==> config.mk <==
export PLATFORM = sky130hd
export DESIGN_NAME = crc8_protected_block_framer
export DESIGN_NICKNAME = d
export VERILOG_FILES = /design/src/design/cfb_pkg.sv /design/src/design/cfb_engine.sv /design/src/design/cfb_out_reg.sv /design/src/design/crc8_protected_block_framer.sv
export SDC_FILE = /design/constraint.sdc
export NUM_CORES = 1
export LEC_CHECK = 0
export BUFFER_PORTS_ARGS = -buffer_cell sky130_fd_sc_hd__buf_2
export CORE_ASPECT_RATIO = 0.6
export CORE_UTILIZATION = 35
export CTS_BUF_LIST = sky130_fd_sc_hd__clkbuf_16
export DETAILED_ROUTE_END_ITERATION = 8
export PLACE_DENSITY = 0.63
export SLEW_MARGIN = 25
export SYNTH_ARGS = -nofsm -noshare
export SYNTH_HDL_FRONTEND = slang
export SYNTH_SLANG_ARGS = --single-unit
==> constraint.sdc <==
create_clock -name clk -period 2.25 [get_ports clk]
set_clock_uncertainty 0.15 [all_clocks]
set_input_delay 0.45 -clock clk [delete_from_list [all_inputs] [get_ports clk]]
set_output_delay 0.45 -clock clk [all_outputs]
set_load 0.05 [all_outputs]
==> src/design/cfb_pkg.sv <==
// shared types, constants and the crc-8 byte update for the block framer
// no dependencies
`timescale 1ns / 1ps
`default_nettype none

package cfb_pkg;

  localparam int GROUP_DATA_BYTES = 7;
  localparam int POS_W = $clog2(GROUP_DATA_BYTES + 1);
  localparam logic [7:0] CRC_POLY = 8'h8C;

  localparam logic MODE_ENCODE = 1'b0;
  localparam logic MODE_DECODE = 1'b1;

  typedef logic [POS_W-1:0] pos_t;

  typedef enum logic [1:0] {
    KIND_PAYLOAD = 2'd0,
    KIND_PAD     = 2'd1,
    KIND_CHECK   = 2'd2
  } byte_kind_t;

  typedef struct packed {
    logic [7:0] value;
    byte_kind_t kind;
    logic       failed;
    logic       eor;
  } result_t;

  // reflected crc-8, lsb first
  function automatic logic [7:0] crc8_update(input logic [7:0] crc, input logic [7:0] data);
    logic [7:0] c;
    logic [7:0] d;
    c = crc;
    d = data;
    for (int b = 0; b < 8; b++) begin
      if (c[0] ^ d[0]) begin
        c = (c >> 1) ^ CRC_POLY;
      end else begin
        c = c >> 1;
      end
      d = d >> 1;
    end
    return c;
  endfunction

endpackage

`default_nettype wire

==> src/design/cfb_engine.sv <==
// group position, crc accumulator, mode register and the pad/check sequencer
// depends on cfb_pkg
`timescale 1ns / 1ps
`default_nettype none

module cfb_engine (
  input  wire logic            clk,
  input  wire logic            rst_n,
  input  wire logic            cfg_wr_en,
  input  wire logic            cfg_wr_data,
  input  wire logic            in_valid,
  output logic                 in_stall,
  input  wire logic [7:0]      in_data_byte,
  input  wire logic            in_last_byte,
  input  wire logic            load_en,
  output logic                 res_valid,
  output cfb_pkg::result_t     res
);
  import cfb_pkg::*;

  localparam pos_t POS_FULL = POS_W'(GROUP_DATA_BYTES);

  logic       mode_r;
  logic       tail_r, tail_nxt;
  pos_t       pos_r, pos_nxt;
  logic [7:0] crc_r, crc_nxt;

  logic       accept;
  logic [7:0] crc_data;
  logic [7:0] crc_zero;
  pos_t       pos_inc;

  assign in_stall  = tail_r | ~load_en;
  assign accept    = in_valid & ~in_stall;
  assign res_valid = load_en & (tail_r | in_valid);
  assign crc_data  = crc8_update(crc_r, in_data_byte);
  assign crc_zero  = crc8_update(crc_r, 8'h00);
  assign pos_inc   = (pos_r < POS_FULL) ? pos_r + pos_t'(1) : pos_r;

  always_comb begin
    tail_nxt   = tail_r;
    pos_nxt    = pos_r;
    crc_nxt    = crc_r;
    res.value  = in_data_byte;
    res.kind   = KIND_PAYLOAD;
    res.failed = 1'b0;
    res.eor    = 1'b1;
    if (tail_r) begin
      if (pos_r < POS_FULL) begin
        res.value = 8'h00;
        res.kind  = KIND_PAD;
        res.eor   = 1'b0;
        if (load_en) begin
          crc_nxt = crc_zero;
          pos_nxt = pos_r + pos_t'(1);
        end
      end else begin
        res.value = crc_r;
        res.kind  = KIND_CHECK;
        if (load_en) begin
          crc_nxt  = 8'h00;
          pos_nxt  = '0;
          tail_nxt = 1'b0;
        end
      end
    end else if (mode_r == MODE_ENCODE) begin
      res.eor = ~(in_last_byte | (pos_inc >= POS_FULL));
      if (accept) begin
        crc_nxt  = crc_data;
        pos_nxt  = pos_inc;
        tail_nxt = in_last_byte | (pos_inc >= POS_FULL);
      end
    end else begin
      if (pos_r >= POS_FULL) begin
        res.kind   = KIND_CHECK;
        res.failed = in_data_byte != crc_r;
        if (accept) begin
          crc_nxt = 8'h00;
          pos_nxt = '0;
        end
      end else if (accept) begin
        crc_nxt = crc_data;
        pos_nxt = pos_r + pos_t'(1);
      end
      if (accept && in_last_byte) begin
        crc_nxt = 8'h00;
        pos_nxt = '0;
      end
    end
  end

  always_ff @(posedge clk) begin
    if (!rst_n) begin
      mode_r <= MODE_ENCODE;
      tail_r <= 1'b0;
      pos_r  <= '0;
      crc_r  <= 8'h00;
    end else begin
      if (cfg_wr_en) begin
        mode_r <= cfg_wr_data;
      end
      tail_r <= tail_nxt;
      pos_r  <= pos_nxt;
      crc_r  <= crc_nxt;
    end
  end

endmodule

`default_nettype wire

==> src/design/cfb_out_reg.sv <==
// result register between the sequencer and the output channel
// depends on cfb_pkg
`timescale 1ns / 1ps
`default_nettype none

module cfb_out_reg (
  input  wire logic              clk,
  input  wire logic              rst_n,
  input  wire logic              res_valid,
  input  wire cfb_pkg::result_t  res,
  output logic                   load_en,
  output logic                   out_valid,
  input  wire logic              out_stall,
  output cfb_pkg::result_t       out_res
);
  import cfb_pkg::*;

  logic    valid_r;
  result_t res_r;

  assign load_en   = ~valid_r | ~out_stall;
  assign out_valid = valid_r;
  assign out_res   = res_r;

  always_ff @(posedge clk) begin
    if (!rst_n) begin
      valid_r <= 1'b0;
    end else if (load_en) begin
      valid_r <= res_valid;
    end
  end

  always_ff @(posedge clk) begin
    if (load_en && res_valid) begin
      res_r <= res;
    end
  end

endmodule

`default_nettype wire

==> src/design/crc8_protected_block_framer.sv <==
// crc-8 protected block framer, top level
// depends on cfb_pkg, cfb_engine and cfb_out_reg
`timescale 1ns / 1ps
`default_nettype none

// Frames a byte stream into groups of seven payload bytes, each closed by a
// reflected crc-8 check byte (polynomial 0x8C, initial value zero). One input
// request is taken per clock while in_stall is low, and its first result is
// loaded into the output register on the clock edge that takes it. In encode
// mode a group end adds the check byte, and a final byte adds zero pads up to
// the group end and then the check byte, from the pad/check sequencer, which
// holds in_stall high while it runs. Decode mode gives a result per request.
// mode must only be written while the block is idle.
module crc8_protected_block_framer (
  input  wire logic       clk,
  input  wire logic       rst_n,
  input  wire logic       cfg_wr_en,
  input  wire logic       cfg_wr_data,
  input  wire logic       in_valid,
  output logic            in_stall,
  input  wire logic [7:0] in_data_byte,
  input  wire logic       in_last_byte,
  output logic            out_valid,
  input  wire logic       out_stall,
  output logic [7:0]      out_out_byte,
  output logic [1:0]      out_byte_kind,
  output logic            out_check_failed,
  output logic            out_end_of_run
);
  import cfb_pkg::*;

  logic    load_en;
  logic    res_valid;
  result_t res;
  result_t out_res;

  cfb_engine u_engine (
    .clk          (clk),
    .rst_n        (rst_n),
    .cfg_wr_en    (cfg_wr_en),
    .cfg_wr_data  (cfg_wr_data),
    .in_valid     (in_valid),
    .in_stall     (in_stall),
    .in_data_byte (in_data_byte),
    .in_last_byte (in_last_byte),
    .load_en      (load_en),
    .res_valid    (res_valid),
    .res          (res)
  );

  cfb_out_reg u_out_reg (
    .clk       (clk),
    .rst_n     (rst_n),
    .res_valid (res_valid),
    .res       (res),
    .load_en   (load_en),
    .out_valid (out_valid),
    .out_stall (out_stall),
    .out_res   (out_res)
  );

  assign out_out_byte     = out_res.value;
  assign out_byte_kind    = out_res.kind;
  assign out_check_failed = out_res.failed;
  assign out_end_of_run   = out_res.eor;

endmodule

`default_nettype wire
Word level (Yosys, flattened, before mapping)
Cells that the tools add are included.

operators by class
  equal/unequal tests = 3
  add/subtract/negate cells = 1
  magnitude comparators = 3
  bitwise gates (word level) = 36
  reduce and logical (&&, ||, !) cells = 7
  multiplexer cells = 49

operators with widths
  operator                                                  number
  two-way mux 8 bit                                         26
  inverter 2 -> 3 bit                                       15
  two-way mux 3 bit                                         13
  two-way mux 10 bit                                        1
  two-way mux 1 bit                                         8
  != test 8 bit                                             1
  XOR 1 bit                                                 8
  inverter 1 bit                                            7
  greater-or-equal comparator 3 bit, second input constant  2
  nonzero test 3 bit                                        2
  != test 5 bit, second input constant                      1
  OR 1 bit                                                  4
  adder 3 x 1 -> 3 bit, second input constant               1
  less-than comparator 3 bit, second input constant         1
  AND reduction 3 bit                                       1
  OR reduction 3 bit                                        1
  AND 1 bit                                                 2
  logical AND 1 bit                                         2
  two-way mux 2 bit                                         1
  != test 2 x 1 -> 1 bit, second input constant             1
  AND reduction 2 bit                                       1

storage, ports and cells
  output and inout port bits = 14
  bits of input ports = 15
  bits in registers = 26
  word-level logic and storage cells = 108

Longest topological paths before layout
  word-level depth = 21
  gate-level depth with buffers = 7

Hierarchy
A second synthesis with hierarchy kept.

unflattened totals
  cells, all modules = 192
  area, all modules = 1875.5 µm²

modules (own cells, without submodules)
  module       times used  area each (µm²)  cells each
  cfb_engine   1           1473.9           175
  cfb_out_reg  1           401.6            17

Least setup slack after synthesis
OpenSTA, ideal clock, no wires.

  kind = register to register
  start point = register u_engine.pos_r[0]
  end point = register u_engine.crc_r[1]
  buffers on the path = 0
  data required time = 1978 ps
  slack = 168 ps
  setup time = 122 ps
  arrival time = 1810 ps
  cell stages (with the launch flop) = 8
  cells stage by stage = dfxtp_1 -> ha_1 -> ha_1 -> a31o_2 -> a21oi_1 -> o22ai_1 -> a311oi_1 -> nor2_1

on the way
  cells in the longest elaborated chain, start to end = 5
  elaborated cells on any way between the ends = 9
  classes of those cells = order compare: 2; eq/ne: 1; mux: 5; reduce/logical: 1

RTL lines
  what                               line               RTL
  start, declared                    cfb_engine.sv:25   pos_t pos_r, pos_nxt;
  start signal, assigned             cfb_engine.sv:103  pos_r <= pos_nxt;
  greater-or-equal comparator 3 bit  cfb_engine.sv:74   if (pos_r >= POS_FULL) begin
  two-way mux 8 bit                  cfb_engine.sv:74
  two-way mux 8 bit                  cfb_engine.sv:85   if (accept && in_last_byte) begin
  two-way mux 8 bit                  cfb_engine.sv:66   end else if (mode_r == MODE_ENCODE) begin
  two-way mux 8 bit                  cfb_engine.sv:48   if (tail_r) begin
  end signal, assigned               cfb_engine.sv:104  crc_r <= crc_nxt;
  end, declared                      cfb_engine.sv:26   logic [7:0] crc_r, crc_nxt;

Several ways; a longest one is shown, not always the timed one.
A chain may end at the register's enable or synchronous reset.

Worst setup path in the final report
  start point = register u_engine.pos_r[0]
  end point = register u_engine.pos_r[2]

on the way
  cells in the longest elaborated chain, start to end = 6
  elaborated cells on any way between the ends = 12
  classes of those cells = add/sub: 1; order compare: 2; mux: 9

RTL lines
  what                   line                                                  RTL
  adder 3 x 1 -> 3 bit   cfb_engine.sv:38, cfb_engine.sv:55, cfb_engine.sv:83
  two-way mux 3 bit      cfb_engine.sv:81                                      end else if (accept) begin
  two-way mux 3 bit      cfb_engine.sv:74
  two-way mux 3 bit      cfb_engine.sv:85
  two-way mux 3 bit      cfb_engine.sv:66
  two-way mux 3 bit (*)  cfb_engine.sv:48

Mark *: on every way between the ends. The rest lies on a longest branch, timed or not. The select of a mux whose other input is x is not followed.

==> flow_summary.ini <==
[status]
outcome = finished, final reports clean

[worst_setup_path]
cp_num_buf_inv = 1
slowest_delay_ps = 360
startpoint_type = register
crit_type = register to register
cp-end-kind = register
crit_arrival_ps = 2150
rrSetupSlack_ps = 140
required_ps = 2290
reg2regPathDepth = 8
cpMaxStageDelayCell = dfxtp_1
path_delay_family = compound AO/OA/AOI/OAI gates
regToRegEndpoint = u_engine.pos_r[2]
cp_max_fo = 7
path_cells = ha_1 -> ha_1 -> a31o_2 -> a21o_1 -> a31oi_2 -> buf_4 -> o221ai_1 -> a21oi_1
crit-reg2reg-launch = u_engine.pos_r[0]
crit_path_frequent_cell = ha_1

[timing]
rsz0062_at_grt = false
setup_viol = 0
fmaxAchievable_mhz = 474.0
hold_violations = 0
setup_tns_ps = 0
slew_viol_final = 0
worstMarginPinSlew_ps = 442.1
hold-worst-slack_ps = 271.2
relSlewSlack_pct = 70.22
fin_crit_sh_pct = 93.77
layout_min_cycle_time_ps = 2110

[cts]
cts.reportedPaths.clkPinSlew_ps = 70
clock_latency_ps = 270
htreeDepth = 1
clock-sinks = 26
ctsHoldBuffers = 0
clock_path_buffers = 2
cts_setup_buffers = 0
cts-root-buf = clkbuf_16
cts_made_buffers = 3
tritoncts = done

[floorplanning]
core.rowCount = 19
ioPinCount = 29
start_util_pct = 38.22
die_h_um = 58.10
dieArea_sq_um = 5547
die_x_um = 95.49
core_area_sq_um = 4802

[yosys]
synth.distinct_cells = 48
syn_inst = 193
ys_ff_latch = 26
synth-edff-count = 12
yosysWarnings = 0
synth_flop_cell = dfxtp_1
ys_async_sr_fraction_pct = 0
syn_area_sq_um = 1836
synth_area_per_cell_sq_um = 9.510
synth-seq-area-share_pct = 34.90
syn_nets = 210

[grt]
antenna_found_initial = 0
grt_max_degree = 16
grt_pass1_wl_mm = 7.672
track_usage_pct = 18.74
grt_remaining_overflow = 0
grt_pass1_vias = 1470

[final_layout]
diodes = 0
finalNetCount = 244
fillers = 475
area_delta_synth_final_pct = 19.02
drive_above_1_share_pct = 25.22
utilization_pct = 45.49

[min_path]
hp-class = input pin to register
holdPathStages = 3
hold_path.startpoint = cfg_wr_data
whs_endpoint = u_engine.mode_r

[flow_run]
drv_cap = 0

[power]
p_total_uw = 2699
peakVddDrop_mv = 0.4401
leakage_uw = 0.0008965
p_per_area_nw_per_um2 = 1236

[detailed_routing]
wl_per_cell_um = 16.83
viasPerCell = 5.481
vias = 1584
dr.pass1.iters = 5
antenna_left = 0
wl_mm = 4.864
drt_iter0_drc = 202
drc = 0

[place]
place.detailed.hpwl_mm = 3.698
gp_congestion = 0.9061
numPortBuffers = 28
## report_power, final
part | internal [uW] | switching [uW] | leakage [uW]
registers | 581 | 68.3 | 0.000235
logic | 715 | 808 | 0.000611
clock network | 354 | 173 | 0.0000511
total | 1650 | 1050 | 0.000897
## flip-flops by register name, summed over array words and instances, names as in the netlist
signal / flops
u_engine.tail_r: 1
u_out_reg.out_res: 12
u_engine.mode_r: 1
u_engine.crc_r: 8
u_out_reg.out_valid: 1
u_engine.pos_r: 3
## cell type report
cell class                      count  area [sq um]  area share (%)
Clock buffer                        3         75.07           3.436
Tap cell                           63         78.83           3.608
Clock inverter                      1         30.03           1.375
Sequential cell                    26         640.6           29.32
Inverter                            7         26.28           1.203
Multi-Input combinational cell    146          1081           49.48
Timing Repair Buffer               43         252.7           11.57
## stage by stage
step	cell area, sq um	setup slack [ps]	cells
global placement	2073	176.7	285
floorplan	1836	168.3	193
finish	2185	140.3	289
CTS	2178	70.94	289
global route	2185	43.09	289
detailed placement	2073	122.6	285
## how the worst max path moves through the flow
stage                      start                 to  cells past startpoint
6_report       u_engine.pos_r[0]  u_engine.pos_r[2]                      8
5_1_grt        u_engine.pos_r[0]  u_engine.crc_r[1]                      8
4_1_cts        u_engine.pos_r[0]  u_engine.pos_r[1]                      8
3_5_place_dp   u_engine.pos_r[0]  u_engine.pos_r[1]                      8
3_3_place_gp     in_data_byte[4]  u_engine.crc_r[7]                      6
2_1_floorplan  u_engine.pos_r[0]  u_engine.crc_r[1]                      7
## what timing repair did
action,in CTS,in global routing
endpoints found under the setup margin,0,3
gates resized for setup,0,1
hold endpoints to repair,0,0
## synth_stat cells, types with 2 or more instances
| cell type | number | area (sq um) |
|---|---|---|
| nor2_1 | 15 | 56.30 |
| dfxtp_1 | 14 | 280.3 |
| xnor3_2 | 3 | 71.32 |
| o31ai_1 | 3 | 22.52 |
| xnor2_1 | 17 | 148.9 |
| buf_6 | 3 | 33.78 |
| o221ai_1 | 3 | 26.28 |
| a311oi_1 | 2 | 17.52 |
| nand3_1 | 7 | 35.03 |
| o2bb2ai_1 | 10 | 87.58 |
| buf_2 | 3 | 15.01 |
| ha_1 | 2 | 25.02 |
| edfxtp_1 | 12 | 360.4 |
| nand2_1 | 24 | 90.09 |
| clkbuf_1 | 5 | 18.77 |
| xnor3_1 | 4 | 90.09 |
| a21oi_1 | 14 | 70.07 |
| nor3_1 | 3 | 15.01 |
| a31oi_1 | 3 | 18.77 |
| xor2_1 | 11 | 96.34 |
| o21ai_0 | 3 | 15.01 |
| o211ai_1 | 2 | 15.01 |
| inv_2 | 2 | 7.510 |
| inv_1 | 4 | 15.01 |
## tightest hold or removal path, cell delays in order
cell and delay, ps:
buf_2 70, mux2i_1 50, nor2_1 70
## layout by cell type (no fill, tap or decap), types with 2 or more instances in the layout
cell type,n
buf_4,15
nand3_1,7
buf_2,28
inv_1,4
a21oi_1,14
clkbuf_16,3
dfxtp_1,14
a31oi_1,2
nor3_1,3
nand2_1,24
o221ai_1,3
edfxtp_1,12
o2bb2ai_1,10
xnor3_2,3
inv_2,2
a311oi_1,2
ha_1,2
xnor3_1,4
xor2_1,11
xnor2_1,17
o211ai_1,2
o31ai_1,3
nor2_1,15
o21ai_0,3
## metal layers
layer	vias to the layer above	wire [um]	part of all wire (%)	global-route usage, %
met5	-	0	0	0
met4	0	10	0.21	1.706
met3	2	667	14	6.168
met2	98	1712	35	22.76
met1	723	2473	51	31.42
li1	761	-	-	-
## kinds of logic (layout without fill, tap and decap cells)
logic type      Yosys count  after routing  synth area share (%)
simple gates             56             56                 13.29
compound gates           50             50                 19.43
mux                       1              1                0.5454
flops                    26             26                 34.90
buf+inv                  21             54                 6.543
fa+ha+maj                 2              2                 1.363
xor+xnor                 37             37                 23.93
No activity file was read; power rests on OpenSTA's default activity.
